[src/rtl/gpca_divider.sv]
`timescale 1ns / 1ps
// ----------------------------------------------------------------------------
// Restoring divider
// Unsigned 40 by 32 bit division, one quotient bit per cycle.
// ----------------------------------------------------------------------------
module gpca_divider (
   input  logic        clock,
   input  logic        reset,
   input  logic        start,
   input  logic [39:0] dividend,
   input  logic [31:0] divisor,
   output logic        done,
   output logic [39:0] quotient
);
   logic [39:0] quo_ff, quo_in;
   logic [32:0] rem_ff, rem_in;
   logic [31:0] div_ff, div_in;
   logic [5:0]  cnt_ff, cnt_in;
   logic        busy_ff, busy_in;
   logic        done_ff, done_in;
   logic [32:0] shifted;

   always_comb begin
      quo_in  = quo_ff;
      rem_in  = rem_ff;
      div_in  = div_ff;
      cnt_in  = cnt_ff;
      busy_in = busy_ff;
      done_in = 1'b0;
      shifted = {rem_ff[31:0], quo_ff[39]};
      if (start) begin
         quo_in  = dividend;
         rem_in  = '0;
         div_in  = divisor;
         cnt_in  = 6'd40;
         busy_in = 1'b1;
      end else if (busy_ff) begin
         if (shifted >= {1'b0, div_ff}) begin
            rem_in = shifted - {1'b0, div_ff};
            quo_in = {quo_ff[38:0], 1'b1};
         end else begin
            rem_in = shifted;
            quo_in = {quo_ff[38:0], 1'b0};
         end
         cnt_in = cnt_ff - 6'd1;
         if (cnt_ff == 6'd1) begin
            busy_in = 1'b0;
            done_in = 1'b1;
         end
      end
   end

   always_ff @(posedge clock) begin
      quo_ff <= quo_in;
      rem_ff <= rem_in;
      div_ff <= div_in;
      cnt_ff <= cnt_in;
      if (reset) begin
         busy_ff <= 1'b0;
         done_ff <= 1'b0;
      end else begin
         busy_ff <= busy_in;
         done_ff <= done_in;
      end
   end

   assign done     = done_ff;
   assign quotient = quo_ff;
endmodule

[config.mk]
export PLATFORM = sky130hd
export DESIGN_NAME = gpca_divider
export DESIGN_NICKNAME = d
export VERILOG_FILES = /design/src/rtl/gpca_divider.sv
export SDC_FILE = /design/constraint.sdc
export NUM_CORES = 1
export LEC_CHECK = 0
export BUFFER_PORTS_ARGS = -buffer_cell sky130_fd_sc_hd__buf_2
export CAP_MARGIN = 20
export CORE_MARGIN = 2
export CORE_UTILIZATION = 45
export DETAILED_ROUTE_END_ITERATION = 7
export GPL_TIMING_DRIVEN = 0
export PLACE_DENSITY = 0.77
export SYNTH_ARGS = -nofsm -noshare
export SYNTH_HDL_FRONTEND = slang
export SYNTH_SLANG_ARGS = --single-unit
[constraint.sdc]
create_clock -name clock -period 3.15 [get_ports clock]
set_input_delay 0.315 -clock clock [delete_from_list [all_inputs] [get_ports clock]]
set_output_delay 0.315 -clock clock [all_outputs]
set_load 0.01 [all_outputs]
==> impl_metrics.py <==
metrics = {
    "die": {
        "chipWidth_um": 121.3,
        "fp.dieArea_mm2": 0.01472,
        "rows": 42,
        "die_h_um": 121.3,
        "pin_count": 116,
        "core_mm2": 0.01335,
        "start_util_pct": 46.41,
    },
    "grt": {
        "grt.busiest_layer": "met2",
        "track_usage_pct": 20.99,
        "met2_usage_pct": 35.22,
        "grt_util_met1_pct": 26.63,
        "grt_pass1_vias": 5016,
        "grtUsageMet3_pct": 6.015,
        "antenna_found_initial": 0,
        "grt_overflow": 0,
        "grt_max_degree": 41,
        "grt_pass1_wl_um": 24220,
    },
    "placement": {
        "placed_cell_area_mm2": 0.006990,
        "dp_hpwl_um": 10920,
        "io_buffers": 115,
        "pre_cts_ws_ps": -334.5,
        "place.gp.congestion": 0.9406,
    },
    "timing": {
        "slew-limit-headroom_pct": 43.60,
        "hold_violations": 0,
        "tightest_slew_ps": 844.8,
        "fmax_mhz": 334.6,
        "finalMaxSlewViolations": 0,
        "skew_ps": 10.76,
        "fin_crit_ps": 2989,
        "fin_crit_sh_pct": 94.89,
        "fin_ws_ps": 161.0,
        "hold_ws_ps": 116.9,
        "setup_viol": 0,
    },
    "critical_path": {
        "r2r_end": "rem_ff[31]",
        "start_kind": "register",
        "cp_max_fo": 4,
        "slowest_stage": "ha_2",
        "critical_path_class": "register to register",
        "crit_path_end_kind": "register",
        "critPathRequiredTime_ps": 3390,
        "crit_path_max_incr_delay_ps": 380,
        "critPathLaunch": "div_ff[2]",
        "worstReg2RegStart": "div_ff[2]",
        "reg2reg_depth": 13,
        "crit_family": "compound AO/OA/AOI/OAI gates",
        "crit_buf_inv": 1,
        "r2r_slack_ps": 160,
        "crit_chain": "inv_1, ha_2, nand3_1, o21bai_1, and4b_1, o31ai_2, a21oi_1, o21ba_2, o21ai_1, a221oi_1, xnor2_1, mux2i_1, o21ai_0",
        "crit_arrival_ps": 3230,
    },
    "cts": {
        "cts_tree": "done",
        "clockBufferDepth": 2,
        "clkTransAtPathRegs_ps": 80,
        "htreeDepth": 3,
        "cts_buffers": 9,
        "clkSinkCount": 112,
        "clockRootBuffer": "clkbuf_16",
        "insertion_delay_ps": 360,
    },
    "routing": {
        "post_drt_via_cell_ratio": 5.425,
        "wl_um": 15010,
        "drt_iter0_drc": 282,
        "drc_errors": 0,
        "postRouteAntennaNets": 0,
        "vias": 4926,
        "wl_per_cell_um": 16.53,
        "drtPass1Iterations": 5,
    },
    "final_layout": {
        "final_nets": 837,
        "drive_gt1_share_pct": 30.05,
        "utilization_pct": 56.48,
        "area_delta_synth_final_pct": 21.69,
        "multiInputGateArea_mm2": 0.003085,
        "finalInstanceArea_mm2": 0.007538,
        "final_cell_mix": "117 x buf_2, 72 x edfxtp_1, 49 x nor2_1",
        "num_antenna_cells": 0,
        "ff_latch_area_mm2": 0.002963,
        "final_common_cell": "buf_2",
        "fillers": 1188,
    },
    "synth": {
        "synth_edf_count": 72,
        "syn_inst": 591,
        "synthArstFlopShare_pct": 0,
        "avgSynthCellArea_um2": 10.48,
        "synth_seq_cells": 112,
        "synthDistinctLibCells": 54,
        "ys_warn_count": 0,
        "syn_nets": 701,
        "yosysSeqAreaShare_pct": 47.83,
        "netlist_area_mm2": 0.006195,
        "synth_ff_type": "edfxtp_1",
    },
    "outcome": {
        "status": "finished clean",
    },
    "min_path": {
        "min_from": "reset",
        "hold-path-cell-count": 2,
        "hold_class": "input pin to register",
        "min_to": "busy_ff",
    },
    "run": {
        "drv_cap": 0,
    },
    "power": {
        "p_total_uw": 3941,
        "p_per_area_mw_per_mm2": 522.8,
        "p_leak_uw": 0.003185,
        "ir_drop_v": 0.0004031,
    },
}
==> metrics by stage <==
| stage | std cells | TNS (ps) |
|---|---|---|
| global placement | 882 | -10740 |
| detailed placement | 882 | -943.7 |
| CTS | 903 | 0 |
| floorplan | 591 | 0 |
| finish | 908 | 0 |
| global route | 908 | -97.58 |
==> cells in the mapped netlist, types with 2 or more instances <==
cell type	number	area [um^2]
a221oi_1	3	26.28
o21ai_2	3	26.28
o21ai_1	9	45.04
nand2b_1	8	50.05
nand4_1	4	25.02
o211ai_1	4	30.03
edfxtp_1	72	2162
a41oi_1	3	26.28
clkbuf_1	16	60.06
dfxtp_1	40	800.8
o21bai_1	7	52.55
nor2_1	49	183.9
a21oi_1	34	170.2
o31ai_1	3	22.52
nand2_1	42	157.7
buf_6	3	33.78
nor2b_1	8	50.05
o21a_1	4	30.03
or4_1	2	15.01
buf_2	4	20.02
a211oi_1	19	142.6
buf_1	2	7.510
mux2i_1	20	200.2
inv_1	45	168.9
a31oi_1	3	18.77
nand3_1	10	50.05
xor2_1	13	113.9
a211o_1	3	26.28
nor3_1	12	60.06
o2111ai_1	2	17.52
a21o_1	12	90.09
mux2_2	40	450.4
and3_1	3	18.77
ha_1	34	425.4
o21ai_0	20	100.1
xnor2_1	17	148.9
==> flip-flops by register name (all words and copies together) (netlist names) <==
signal    flops
busy_ff       1
done          1
div_ff       32
cnt_ff        6
rem_ff       32
quotient     40
==> cell families after synthesis <==
family	Yosys count	share of synthesized area, %
buf+inv	71	4.807
fa+ha+maj	35	7.191
simple gates	144	10.64
xor+xnor	30	4.242
mux	60	10.50
flops	112	47.83
compound gates	139	14.79
==> repair_timing <==
item / CTS / global route
gates resized for setup: 15 / 21
pin swaps: 5 / 17
setup endpoints to repair: 6 / 29
hold buffers: 0 / 0
setup buffers: 6 / 6
==> routing by layer <==
layer  up-vias  part of all wire, %
met1      2344                   43
met2       151                   48
met4         0                  1.1
met3        16                  7.1
li1       2415                    -
met5         -                    0
==> power breakdown <==
group | internal (uW) | total (uW) | switching, uW
combinational | 453 | 1010 | 553
clock | 576 | 1140 | 568
sequential | 1710 | 1790 | 78.4
==> area by class of cell <==
| class | count | share of cell area [%] |
|---|---|---|
| clock inverters | 6 | 0.7635 |
| repair buffers | 127 | 8.830 |
| plain buffers | 24 | 1.842 |
| inverters | 45 | 2.241 |
| multi-input cells | 408 | 40.93 |
| flip-flops and latches | 112 | 39.30 |
| clock buffers | 10 | 3.170 |
| well taps | 176 | 2.921 |
==> how the worst max path moves through the flow <==
stage	to	slack, ps	cells past startpoint
after floorplan	rem_ff[28]	170	14
after global placement	quotient[7]	-260	5
after detailed placement	rem_ff[28]	-330	14
after CTS	rem_ff[28]	6	14
after global routing	rem_ff[31]	-50	13
final	rem_ff[31]	160	13
No activity file was read; power rests on OpenSTA's default activity.
